<file path="src/rtl/core/pcte_pkg.sv">
// Shared types, constants and location-table functions for the PDCCH
// candidate tree energy core. No dependencies.
package pcte_pkg;

    localparam int LLR_W        = 16;
    localparam int BITS_PER_CCE = 72;
    localparam int CCE_PER_BLK  = 8;
    localparam int LOCS_PER_BLK = 15;

    localparam int SUM_W     = 22;
    localparam int LOC_SUM_W = 25;
    localparam int CNT_W     = 8;
    localparam int NBLK_W    = 6;
    localparam int BLK_W     = 5;
    localparam int BIT_W     = 7;
    localparam int CCE_W     = 3;
    localparam int K_W       = 4;
    localparam int LVL_W     = 2;
    localparam int FIRST_W   = 7;
    localparam int MEAN_W    = 16;
    localparam int QX_W      = 22;
    localparam int PROD_W    = 44;

    localparam int APB_AW = 4;
    localparam int APB_DW = 32;

    // floor(x / 9) = (x * DIV9_MUL) >> DIV9_SHIFT, exact for x < 2^22
    localparam logic [QX_W-1:0] DIV9_MUL   = 22'd3728271;
    localparam int              DIV9_SHIFT = 25;

    localparam logic [BIT_W-1:0] LAST_BIT = BIT_W'(BITS_PER_CCE - 1);
    localparam logic [CCE_W-1:0] LAST_CCE = CCE_W'(CCE_PER_BLK - 1);
    localparam logic [K_W-1:0]   LAST_K   = K_W'(LOCS_PER_BLK - 1);

    typedef enum logic [1:0] {
        REG_CFI  = 2'd0,
        REG_CNT1 = 2'd1,
        REG_CNT2 = 2'd2,
        REG_CNT3 = 2'd3
    } t_reg_idx;

    typedef struct packed {
        logic [CCE_PER_BLK-1:0][SUM_W-1:0] sums;
        logic [BLK_W-1:0]                  blk;
        logic [CNT_W-1:0]                  count;
        logic                              last_region;
    } t_snap;

    // tree order: level 3, two at level 2, four at level 1, eight at level 0
    function automatic logic [LVL_W-1:0] loc_level(input logic [K_W-1:0] k);
        logic [LVL_W-1:0] l;
        l = 2'd0;
        if (k == 4'd0)      l = 2'd3;
        else if (k < 4'd3)  l = 2'd2;
        else if (k < 4'd7)  l = 2'd1;
        return l;
    endfunction

    function automatic logic [CCE_W-1:0] loc_off(input logic [K_W-1:0] k);
        logic [K_W-1:0] t;
        t = 4'd0;
        if (k == 4'd0)      t = 4'd0;
        else if (k < 4'd3)  t = (k - 4'd1) << 2;
        else if (k < 4'd7)  t = (k - 4'd3) << 1;
        else                t = k - 4'd7;
        return t[CCE_W-1:0];
    endfunction

endpackage

</file>
<file path="src/rtl/core/pcte_cfg.sv">
// APB register file: CFI and the three per-CFI CCE counts.
// Supplies the saturated CCE count of the region. Uses pcte_pkg.
module pcte_cfg
    import pcte_pkg::*;
#(
    parameter int MAX_CCE = 128
) (
    input  logic              i_clk,
    input  logic              i_rst_n,
    input  logic              psel,
    input  logic              penable,
    input  logic              pwrite,
    input  logic [APB_AW-1:0] paddr,
    input  logic [APB_DW-1:0] pwdata,
    output logic [APB_DW-1:0] prdata,
    output logic              pready,
    output logic [CNT_W-1:0]  o_region_cces
);

    logic [1:0]       r_cfi;
    logic [CNT_W-1:0] r_cnt1;
    logic [CNT_W-1:0] r_cnt2;
    logic [CNT_W-1:0] r_cnt3;
    t_reg_idx         idx;
    logic             wr;
    logic [CNT_W-1:0] n_sel;

    assign pready = 1'b1;
    assign idx    = t_reg_idx'(paddr[3:2]);
    assign wr     = psel & penable & pwrite;

    always_ff @(posedge i_clk) begin
        if (!i_rst_n) begin
            r_cfi  <= 2'd1;
            r_cnt1 <= '0;
            r_cnt2 <= '0;
            r_cnt3 <= '0;
        end else if (wr) begin
            unique case (idx)
                REG_CFI:  r_cfi  <= pwdata[1:0];
                REG_CNT1: r_cnt1 <= pwdata[CNT_W-1:0];
                REG_CNT2: r_cnt2 <= pwdata[CNT_W-1:0];
                REG_CNT3: r_cnt3 <= pwdata[CNT_W-1:0];
                default:  ;
            endcase
        end
    end

    always_comb begin
        unique case (idx)
            REG_CFI:  prdata = {30'd0, r_cfi};
            REG_CNT1: prdata = {24'd0, r_cnt1};
            REG_CNT2: prdata = {24'd0, r_cnt2};
            REG_CNT3: prdata = {24'd0, r_cnt3};
            default:  prdata = '0;
        endcase
    end

    always_comb begin
        unique case (r_cfi)
            2'd1:    n_sel = r_cnt1;
            2'd2:    n_sel = r_cnt2;
            2'd3:    n_sel = r_cnt3;
            default: n_sel = '0;
        endcase
        o_region_cces = n_sel;
        if ({1'b0, n_sel} > 9'(MAX_CCE)) begin
            o_region_cces = CNT_W'(MAX_CCE);
        end
    end

endmodule

</file>
<file path="src/rtl/core/pcte_accum.sv">
// Input register, per-CCE absolute-LLR accumulators and block/region
// counters; hands a block snapshot to the emitter. Uses pcte_pkg.
module pcte_accum
    import pcte_pkg::*;
(
    input  logic              i_clk,
    input  logic              i_rst_n,
    input  logic              i_in_valid,
    output logic              o_in_ready,
    input  logic [LLR_W-1:0]  i_soft_bit,
    input  logic [CNT_W-1:0]  i_region_cces,
    input  logic              i_emit_busy,
    output logic              o_start,
    output t_snap             o_snap
);

    logic                              r_in_vld;
    logic [LLR_W-1:0]                  r_in_llr;
    logic [CCE_PER_BLK-1:0][SUM_W-1:0] r_sum;
    logic [BIT_W-1:0]                  r_bit;
    logic [CCE_W-1:0]                  r_cce;
    logic [BLK_W-1:0]                  r_blk;

    logic [LLR_W-1:0]  abs_llr;
    logic              blk_end;
    logic              fire;
    logic [NBLK_W-1:0] nblk;
    logic              have_blk;
    logic              last_region;
    logic [CNT_W:0]    cnt_rnd;

    assign abs_llr = r_in_llr[LLR_W-1] ? (~r_in_llr + 1'b1) : r_in_llr;
    assign blk_end = (r_bit == LAST_BIT) && (r_cce == LAST_CCE);
    assign fire    = r_in_vld && !(blk_end && i_emit_busy);
    assign o_in_ready = !r_in_vld || fire;

    assign cnt_rnd     = {1'b0, i_region_cces} + 9'(CCE_PER_BLK - 1);
    assign nblk        = cnt_rnd[CNT_W:3];
    assign have_blk    = {1'b0, r_blk} < nblk;
    assign last_region = ({1'b0, r_blk} + 6'd1) == nblk;

    always_comb begin
        o_snap             = '0;
        o_snap.sums        = r_sum;
        o_snap.sums[LAST_CCE] = r_sum[LAST_CCE] + SUM_W'(abs_llr);
        o_snap.blk         = r_blk;
        o_snap.count       = i_region_cces;
        o_snap.last_region = last_region;
        o_start            = fire && blk_end && have_blk;
    end

    always_ff @(posedge i_clk) begin
        if (!i_rst_n) begin
            r_in_vld <= 1'b0;
            r_sum    <= '0;
            r_bit    <= '0;
            r_cce    <= '0;
            r_blk    <= '0;
        end else begin
            if (o_in_ready) begin
                r_in_vld <= i_in_valid;
            end
            if (fire) begin
                if (blk_end) begin
                    r_sum <= '0;
                    r_bit <= '0;
                    r_cce <= '0;
                    r_blk <= (have_blk && !last_region) ? r_blk + 1'b1 : '0;
                end else begin
                    r_sum[r_cce] <= r_sum[r_cce] + SUM_W'(abs_llr);
                    if (r_bit == LAST_BIT) begin
                        r_bit <= '0;
                        r_cce <= r_cce + 1'b1;
                    end else begin
                        r_bit <= r_bit + 1'b1;
                    end
                end
            end
        end
    end

    always_ff @(posedge i_clk) begin
        if (o_in_ready && i_in_valid) begin
            r_in_llr <= i_soft_bit;
        end
    end

endmodule

</file>
<file path="src/rtl/core/pcte_emit.sv">
// Location sequencer: walks the 15 tree locations of a block snapshot,
// sums CCEs, divides by 72<<level and drives the result register. Uses pcte_pkg.
module pcte_emit
    import pcte_pkg::*;
(
    input  logic               i_clk,
    input  logic               i_rst_n,
    input  logic               i_start,
    input  t_snap              i_snap,
    output logic               o_busy,
    output logic               o_out_valid,
    input  logic               i_out_ready,
    output logic [LVL_W-1:0]   o_agg_level,
    output logic [FIRST_W-1:0] o_first_cce,
    output logic [MEAN_W-1:0]  o_mean_abs_llr,
    output logic               o_invalid,
    output logic               o_last_of_block,
    output logic               o_last_of_region
);

    t_snap          r_snap;
    logic           r_active;
    logic [K_W-1:0] r_k;

    logic                 r_s1_vld;
    logic [LOC_SUM_W-1:0] r_s1_sum;
    logic [LVL_W-1:0]     r_s1_lvl;
    logic [FIRST_W-1:0]   r_s1_first;
    logic                 r_s1_inv;
    logic                 r_s1_lob;
    logic                 r_s1_lor;

    logic                 r_o_vld;
    logic [LVL_W-1:0]     r_o_lvl;
    logic [FIRST_W-1:0]   r_o_first;
    logic [MEAN_W-1:0]    r_o_mean;
    logic                 r_o_inv;
    logic                 r_o_lob;
    logic                 r_o_lor;

    logic                 out_en;
    logic                 s1_en;
    logic [LVL_W-1:0]     lvl;
    logic [CCE_W-1:0]     off;
    logic [LOC_SUM_W-1:0] n_sum;
    logic [CNT_W-1:0]     first_full;
    logic [CNT_W:0]       loc_end;
    logic [LOC_SUM_W-1:0] shifted;
    logic [QX_W-1:0]      qx;
    logic [PROD_W-1:0]    prod;

    assign out_en = !r_o_vld || i_out_ready;
    assign s1_en  = !r_s1_vld || out_en;
    assign o_busy = r_active;

    assign lvl        = loc_level(r_k);
    assign off        = loc_off(r_k);
    assign first_full = {r_snap.blk, off};
    assign loc_end    = {1'b0, first_full} + (9'd1 << lvl);

    always_comb begin
        n_sum = '0;
        for (int i = 0; i < CCE_PER_BLK; i++) begin
            if ((CCE_W'(i) >> lvl) == (off >> lvl)) begin
                n_sum = n_sum + LOC_SUM_W'(r_snap.sums[i]);
            end
        end
    end

    assign shifted = r_s1_sum >> (3 + r_s1_lvl);
    assign qx      = shifted[QX_W-1:0];
    assign prod    = PROD_W'(qx) * PROD_W'(DIV9_MUL);

    always_ff @(posedge i_clk) begin
        if (!i_rst_n) begin
            r_active <= 1'b0;
            r_k      <= '0;
            r_s1_vld <= 1'b0;
            r_o_vld  <= 1'b0;
        end else begin
            if (i_start && !r_active) begin
                r_active <= 1'b1;
                r_k      <= '0;
            end else if (r_active && s1_en) begin
                r_k <= r_k + 1'b1;
                if (r_k == LAST_K) begin
                    r_active <= 1'b0;
                end
            end
            if (s1_en) begin
                r_s1_vld <= r_active;
            end
            if (out_en) begin
                r_o_vld <= r_s1_vld;
            end
        end
    end

    always_ff @(posedge i_clk) begin
        if (i_start && !r_active) begin
            r_snap <= i_snap;
        end
        if (s1_en) begin
            r_s1_sum   <= n_sum;
            r_s1_lvl   <= lvl;
            r_s1_first <= first_full[FIRST_W-1:0];
            r_s1_inv   <= loc_end > {1'b0, r_snap.count};
            r_s1_lob   <= r_k == LAST_K;
            r_s1_lor   <= (r_k == LAST_K) && r_snap.last_region;
        end
        if (out_en) begin
            r_o_lvl   <= r_s1_lvl;
            r_o_first <= r_s1_first;
            r_o_mean  <= prod[DIV9_SHIFT +: MEAN_W];
            r_o_inv   <= r_s1_inv;
            r_o_lob   <= r_s1_lob;
            r_o_lor   <= r_s1_lor;
        end
    end

    assign o_out_valid      = r_o_vld;
    assign o_agg_level      = r_o_lvl;
    assign o_first_cce      = r_o_first;
    assign o_mean_abs_llr   = r_o_mean;
    assign o_invalid        = r_o_inv;
    assign o_last_of_block  = r_o_lob;
    assign o_last_of_region = r_o_lor;

endmodule

</file>
<file path="src/rtl/core/pdcch_candidate_tree_energy_core.sv">
// PDCCH candidate tree energy core: 15 tree locations out per 8-CCE block of the region.
// Uses pcte_pkg, pcte_cfg, pcte_accum, pcte_emit.
// A block's last soft bit passes the input register, snapshot, location and result registers.
// Throughput: 1 soft bit/cycle; input stalls only if a block completes while
// the previous block's 15 locations still occupy the location sequencer.
// Reset: synchronous active low; sums, counters cleared, cfi=1, counts=0.
module pdcch_candidate_tree_energy_core
    import pcte_pkg::*;
#(
    parameter int MAX_CCE = 128
) (
    input  logic               i_clk,
    input  logic               i_rst_n,
    input  logic               psel,
    input  logic               penable,
    input  logic               pwrite,
    input  logic [APB_AW-1:0]  paddr,
    input  logic [APB_DW-1:0]  pwdata,
    output logic [APB_DW-1:0]  prdata,
    output logic               pready,
    input  logic               i_in_valid,
    output logic               o_in_ready,
    input  logic [LLR_W-1:0]   i_soft_bit,
    output logic               o_out_valid,
    input  logic               i_out_ready,
    output logic [LVL_W-1:0]   o_agg_level,
    output logic [FIRST_W-1:0] o_first_cce,
    output logic [MEAN_W-1:0]  o_mean_abs_llr,
    output logic               o_invalid,
    output logic               o_last_of_block,
    output logic               o_last_of_region
);

    logic [CNT_W-1:0] region_cces;
    logic             emit_busy;
    logic             start;
    t_snap            snap;

    pcte_cfg #(
        .MAX_CCE(MAX_CCE)
    ) u_cfg (
        .i_clk         (i_clk),
        .i_rst_n       (i_rst_n),
        .psel          (psel),
        .penable       (penable),
        .pwrite        (pwrite),
        .paddr         (paddr),
        .pwdata        (pwdata),
        .prdata        (prdata),
        .pready        (pready),
        .o_region_cces (region_cces)
    );

    pcte_accum u_accum (
        .i_clk         (i_clk),
        .i_rst_n       (i_rst_n),
        .i_in_valid    (i_in_valid),
        .o_in_ready    (o_in_ready),
        .i_soft_bit    (i_soft_bit),
        .i_region_cces (region_cces),
        .i_emit_busy   (emit_busy),
        .o_start       (start),
        .o_snap        (snap)
    );

    pcte_emit u_emit (
        .i_clk            (i_clk),
        .i_rst_n          (i_rst_n),
        .i_start          (start),
        .i_snap           (snap),
        .o_busy           (emit_busy),
        .o_out_valid      (o_out_valid),
        .i_out_ready      (i_out_ready),
        .o_agg_level      (o_agg_level),
        .o_first_cce      (o_first_cce),
        .o_mean_abs_llr   (o_mean_abs_llr),
        .o_invalid        (o_invalid),
        .o_last_of_block  (o_last_of_block),
        .o_last_of_region (o_last_of_region)
    );

endmodule

</file>
<file path="config.mk">
export PLATFORM = sky130hd
export DESIGN_NAME = pdcch_candidate_tree_energy_core
export DESIGN_NICKNAME = d
export VERILOG_FILES = /design/src/rtl/core/pcte_pkg.sv /design/src/rtl/core/pcte_cfg.sv /design/src/rtl/core/pcte_accum.sv /design/src/rtl/core/pcte_emit.sv /design/src/rtl/core/pdcch_candidate_tree_energy_core.sv
export SDC_FILE = /design/constraint.sdc
export NUM_CORES = 2
export LEC_CHECK = 0
export BUFFER_PORTS_ARGS = -buffer_cell sky130_fd_sc_hd__buf_4
export CAP_MARGIN = 15
export CORE_AREA = 2 2 254 256
export DETAILED_ROUTE_END_ITERATION = 10
export DIE_AREA = 0 0 256 258
export HOLD_SLACK_MARGIN = 0.03
export PLACE_DENSITY = 0.79
export SKIP_CTS_REPAIR_TIMING = 1
export SLEW_MARGIN = 25
export SYNTH_ARGS = -nofsm -noshare
export SYNTH_HDL_FRONTEND = slang
export SYNTH_SLANG_ARGS = --single-unit
</file>
<file path="constraint.sdc">
create_clock -name i_clk -period 15.6 [get_ports i_clk]
set_input_delay 3.12 -clock i_clk [delete_from_list [all_inputs] [get_ports i_clk]]
set_output_delay 3.12 -clock i_clk [all_outputs]
set_load 0.02 [all_outputs]
</file>
=== Word-level counts from Yosys, hierarchy flattened ===
Index checks and enable logic that the tools add are counted.

* Add/sub/neg operators: 21
* $mul: 1
* Div/mod/pow operators: 0
* $lt $le $gt $ge: 7
* Equality and inequality tests: 18
* Shift-type cells: 11
* Multiplexer cells: 32
* Bitwise gates (word level): 4
* Reduce and logical (&&, ||, !) cells: 33

{| class="wikitable"
|+ Operator list
! operator !! number
|-
| $bwmux W176 || 1
|-
| $mux W176 || 1
|-
| $mux W25 || 7
|-
| $add A25 B22 Y25 || 6
|-
| $pmux W32 S4 || 1
|-
| $bmux W22 S3 || 1
|-
| $demux W22 S3 || 1
|-
| $mux W22 || 3
|-
| $add A22 B16 Y22 || 2
|-
| $mul A22 B22 Y41 const B || 1
|-
| $shr A25 B32 Y22 || 1
|-
| $eq A3 B3 Y1 || 8
|-
| $pmux W8 S3 || 1
|-
| $add A22 B22 Y23 || 1
|-
| $add A16 B1 Y16 const B || 1
|-
| $mux W16 || 1
|-
| $not A16 Y16 || 1
|-
| $mux W3 || 5
|-
| $mux W7 || 2
|-
| $reduce_and A2 Y1 || 7
|-
| $shr A3 B2 Y3 const A || 4
|-
| $logic_and A1 B1 Y1 || 11
|-
| $add A8 B3 Y9 const B || 1
|-
| $add A8 B9 Y9 || 1
|-
| 38 further kinds || 58
|}

* Register bits after elaboration: 496
* Latch bits: 0
* RAM bits: 0
* ROM bits: 0
* Input port bits: 59
* Output and inout port bits: 63
* Logic and storage cells: 171
* Memories kept: 0

=== Depth between registers and ports, before layout ===
* Depth after elaboration: 21
* Gate-level depth with buffers: 71
* Depth with buffers taken out: 67

=== By module ===
A second synthesis with hierarchy kept.

* Cell total of the unflattened synthesis: 4,244
* Area total of the unflattened synthesis: 39,994.6 sq um

{| class="wikitable"
|+ By module, submodules not included
! module !! instances !! cells each !! area an instance (sq um) !! seq. area each (sq um)
|-
| pcte_emit || 1 || 2,545 || 25,597.0 || 7,707.4
|-
| pcte_accum || 1 || 1,528 || 12,751.0 || 4,324.1
|-
| pcte_cfg || 1 || 171 || 1,646.6 || 520.5
|}

=== Worst setup path after synthesis ===
No wires, ideal clock.

* Path kind: reg-to-reg
* Start point: register u_emit.r_k[0]
* End point: register u_emit.r_s1_sum[24] (data pin)
* Library setup time: 0.272 ns
* Arrival: 12.865 ns
* Data required time: 15.328 ns
* Slack: 2.463 ns
* Stages on the path, launching flop included: 70
* Path buffers: 4
* Clock period less this slack: 13.137 ns
* Path through: dfxtp_1 -> clkbuf_1 -> inv_1 -> ha_1 -> buf_2 -> o21ai_1 -> a22oi_1 -> nand2_1 -> clkbuf_1 -> clkbuf_1 -> and2_1 -> ha_1 -> fa_1 -> maj3_1 -> a22o_1 -> o21ai_1 -> a21oi_1 -> nand3b_1 -> [34 not listed] -> or3_1 -> a211o_1 -> a21oi_1 -> nor2_1 -> a41oi_1 -> xor2_1 -> nor2_1 -> a21o_1 -> ha_1 -> and2_1 -> nand3_1 -> a21oi_1 -> nor3_1 -> o21ai_1 -> inv_1 -> or4_4 -> a21oi_2 -> o2111ai_1

* Longest elaborated chain between the ends: 21
* Elaborated cells on any way between the ends: 44
* Classes of those cells: add/sub: 10; order compare: 2; eq/ne: 8; shift: 9; mux: 14; reduce/logical: 1

{| class="wikitable"
|+ Ends and longest elaborated chain
! element !! line !! RTL
|-
| from (decl) || pcte_emit.sv:23 || <nowiki>logic [K_W-1:0] r_k;</nowiki>
|-
| from (signal assigned) || pcte_emit.sv:85 || <nowiki>r_k <= r_k + 1'b1;</nowiki>
|-
| $lt A4 B3 Y1, or another cell as far along || pcte_pkg.sv:55, pcte_pkg.sv:64 ||
|-
| $mux W3 or $mux W1 (tied branches) || pcte_pkg.sv:64, pcte_pkg.sv:55 ||
|-
| $mux W3 or $mux W2 (tied branches) || pcte_pkg.sv:63, pcte_pkg.sv:54 ||
|-
| $mux W3 or $mux W2 (tied branches) || pcte_pkg.sv:62, pcte_pkg.sv:53 ||
|-
| $shr A3 B2 Y3 or $shr A1 B2 Y3 (tied branches) || pcte_emit.sv:64 || <nowiki>if ((CCE_W'(i) >> lvl) == (off >> lvl)) begin</nowiki>
|-
| $eq A3 B3 Y1 || pcte_emit.sv:64 ||
|-
| $mux W22 || pcte_emit.sv:64 ||
|-
| $add A22 B22 Y23 || pcte_emit.sv:65 || <nowiki>n_sum = n_sum + LOC_SUM_W'(r_snap.sums[i]);</nowiki>
|-
| [6 not listed] || -- ||
|-
| $mux W25 || pcte_emit.sv:64 ||
|-
| $add A25 B22 Y25 || pcte_emit.sv:65 ||
|-
| $mux W25 || pcte_emit.sv:64 ||
|-
| $add A25 B22 Y25 || pcte_emit.sv:65 ||
|-
| $mux W25 || pcte_emit.sv:64 ||
|-
| $add A25 B22 Y25 || pcte_emit.sv:65 ||
|-
| $mux W25 (*) || pcte_emit.sv:64 ||
|-
| net u_emit.n_sum[24] || pcte_emit.sv:45 || <nowiki>logic [LOC_SUM_W-1:0] n_sum;</nowiki>
|-
| to (signal assigned) || pcte_emit.sv:104 || <nowiki>r_s1_sum <= n_sum;</nowiki>
|-
| to (decl) || pcte_emit.sv:26 || <nowiki>logic [LOC_SUM_W-1:0] r_s1_sum;</nowiki>
|}

Mark *: on every way through the listed nets, which the timed path passes. The rest lies on a longest branch.
A chain may end at the register's enable or synchronous reset.

=== Final worst setup path ===
Ends and elaborated chain as after synthesis.

==> flow_metrics.py <==
metrics = {
    "drt": {
        "via_per_inst": 6.24,
        "wl_per_cell_um": 21.4,
        "wl_um": 102000,
        "vias": 29745,
        "drc": 0,
        "dr.pass1.iters": 7,
        "drtAntennaViolNets": 0,
        "drt_iter0_drc": 2733,
    },
    "clock_network": {
        "h-tree-depth": 2,
        "clkTransAtPathRegs_ps": 60,
        "cts_tree": "built",
        "cts_buffers": 54,
        "clock_latency_ps": 630,
        "cts_max_path_buffers": 3,
        "cts.sinks": 493,
        "root_buffer": "clkbuf_16",
    },
    "synth": {
        "syn_avg_cell_area_um2": 9.78,
        "synth-seq-cells": 493,
        "synth_area_um2": 37700,
        "ys_seq_area_share_pct": 33.3,
        "syn_inst": 3857,
        "synth-async-reset-ratio_pct": 0,
        "ys.flop_type": "edfxtp_1",
        "synth_cell_type_count": 103,
        "synth_most_common_cell": "ha_1",
        "synth_edf_count": 268,
        "synth_area_leaders": "edfxtp_1, ha_1, dfxtp_1",
        "yosysTopAreaCell": "edfxtp_1",
        "yosysWarningCount": 0,
        "synthTopCellsByCount": "ha_1, inv_1, edfxtp_1",
        "synth.top_cell.area_share_pct": 21.3,
    },
    "finish": {
        "syn2layout_area_growth_pct": 8.31,
        "utilization_pct": 64.2,
        "fin_cells": 4770,
        "layout-drive-gt1-share_pct": 9.36,
        "nets": 4459,
        "fin_area_um2": 40900,
    },
    "grt": {
        "grt_pass1_wl_um": 158000,
        "antenna_found_initial": 5,
        "grt_use_total_pct": 30.3,
        "grt_max_degree": 120,
        "grt_pass1_vias": 28772,
        "grt.overflow.total": 0,
    },
    "setup_path": {
        "cp_slowest_stage_delay_ps": 550,
        "timing_worst_setup_path_type": "reg2reg",
        "cp_max_fo": 16,
        "endpoint_kind": "flop",
        "crit_slowest_cell": "or4_1",
        "startpoint_type": "flop",
        "crit_arrival_ps": 15050,
        "crit_path_frequent_cell": "ha_1",
        "required_ps": 15940,
    },
    "floorplanning": {
        "row_count": 93,
        "die_h_um": 258,
        "ioPinCount": 122,
        "die_w_um": 256,
        "dieArea_um2": 66000,
        "initial_core_util_pct": 59.3,
        "core_um2": 63600,
    },
    "timing": {
        "fin_tns_setup_ps": 0,
        "slew_viol_final": 0,
        "fmax_mhz": 68.0,
        "worst_pin_slew_ps": 1120,
        "skew_ps": 30.9,
        "finalSetupViolations": 0,
        "hold_viol": 0,
        "min_period_over_period_pct": 94.3,
        "relSlewSlack_pct": 25.2,
        "period_needed_ps": 14710,
    },
    "placement": {
        "post-place-cells": 4663,
        "postPlaceCellArea_um2": 39000,
        "io_buffers": 70,
        "gp_congestion": 0.976,
        "dp_hpwl_um": 77500,
    },
    "run_status": {
        "status": "completed",
    },
    "run": {
        "maxCapViolCount": 0,
    },
    "pwr": {
        "clockPowerShare_pct": 46.0,
        "swShare_pct": 24.1,
        "seq_power_share_pct": 47.7,
        "cellInternalPower_uw": 2200,
        "ir_drop_v": 0.0000978,
        "power_switching_uw": 699,
        "power.density_nw_per_um2": 70.9,
        "p_comb_share_pct": 6.2,
        "p_leak_uw": 0.0172,
    },
    "worst_hold_path": {
        "holdCritPathClass": "reg2reg",
    },
}
## cell type report
cell class	instances	area, µm²
Fill cell	5158	22800
Multi-Input combinational cell	2909	23400
Clock inverter	28	294
Inverter	296	1120
Timing Repair Buffer	111	837
Clock buffer	74	1550
Tap cell	855	1070
Sequential cell	493	12600
Antenna cell	4	10.0
## layout by cell type (no fill, tap or decap), types with 56 or more instances in the layout
cell	Yosys	layout
o22ai_1	59	59
dfxtp_1	225	225
nor2_1	166	165
fa_1	148	148
buf_4	26	110
edfxtp_1	268	268
xnor2_1	142	142
mux2_2	79	79
clkbuf_16	0	56
ha_1	387	386
a21o_1	90	90
nand3_1	87	87
a21oi_1	171	168
a22oi_1	176	176
nor2b_1	213	213
inv_1	296	294
o21ai_0	163	157
nand2_1	222	221
xor2_1	78	78
## flip-flops by register name, indices dropped and copies added (netlist names), 2 cells and up
register and cells:
u_emit.r_snap 185, u_accum.o_snap 154, u_accum.r_sum 22, u_emit.r_s1_sum 22, u_accum.r_in_llr 16, u_emit.o_mean_abs_llr 16
u_cfg.r_cnt1 8, u_cfg.r_cnt2 8, u_cfg.r_cnt3 8, u_accum.r_bit 7, u_emit.o_first_cce 7, u_emit.r_s1_first 7
u_accum.r_blk 5, u_emit.first_full 5, u_emit.r_k 4, u_accum.r_cce 3, u_cfg.r_cfi 2, u_emit.o_agg_level 2
u_emit.r_s1_lvl 2
## stage by stage
stage          power, µW  worst slack [ps]  hold slack (ps)
2_1_floorplan       1530              2460              400
3_3_place_gp        1580              1310              401
3_5_place_dp        1590              1030              405
4_1_cts             2900               867              418
5_1_grt             2970             -5.82              429
6_report            2900               892              418
## cell families after synthesis
family	share of synthesized area [%]
AND/OR/NAND/NOR	14.0
buffers and inverters	5.03
adder cells (fa/ha/maj)	20.8
XOR/XNOR	5.24
multiplexers	3.64
flip-flops	33.3
other	0.0199
AO/OA/AOI/OAI	17.9
## final timing paths
check	from	slack, ps	depth (start not counted)	endpoint
max	u_emit.r_k[0]	890	67	u_emit.r_s1_sum[24]
min reg2reg	u_emit.r_s1_lob	420	0	u_emit.o_last_of_block
min	u_emit.r_s1_lob	420	0	u_emit.o_last_of_block
max reg2reg	u_emit.r_k[0]	890	67	u_emit.r_s1_sum[24]
## layer usage
layer | vias to the layer above | track usage, % | share of wire [%]
met5 | - | 0 | 0.14
met4 | 2 | 17.9 | 6.4
met3 | 350 | 4.99 | 7.7
met2 | 1281 | 49.6 | 46
met1 | 14150 | 37.9 | 40
li1 | 13962 | - | -
## power groups by stage
stage                     combinational (µW)  sequential [µW]  clock, µW
after floorplan                          129             1400          0
after global placement                   173             1410          0
after detailed placement                 176             1410          0
after CTS                                177             1380       1350
after global routing                     194             1380       1390
final                                    181             1380       1330
## critical path, delay by kind of cell (launching register included)
| family | cells | cell delay [ps] |
|---|---|---|
| xor gates and xnor gates | 6 | 1170 |
| muxes | 1 | 320 |
| and+or+nand+nor | 15 | 2560 |
| DFF | 1 | 310 |
| adders and majority gates | 9 | 2870 |
| AOI/OAI and AO/OA | 29 | 6240 |
| buffers and inverters | 7 | 990 |
(Power assumes the default switching activity.)
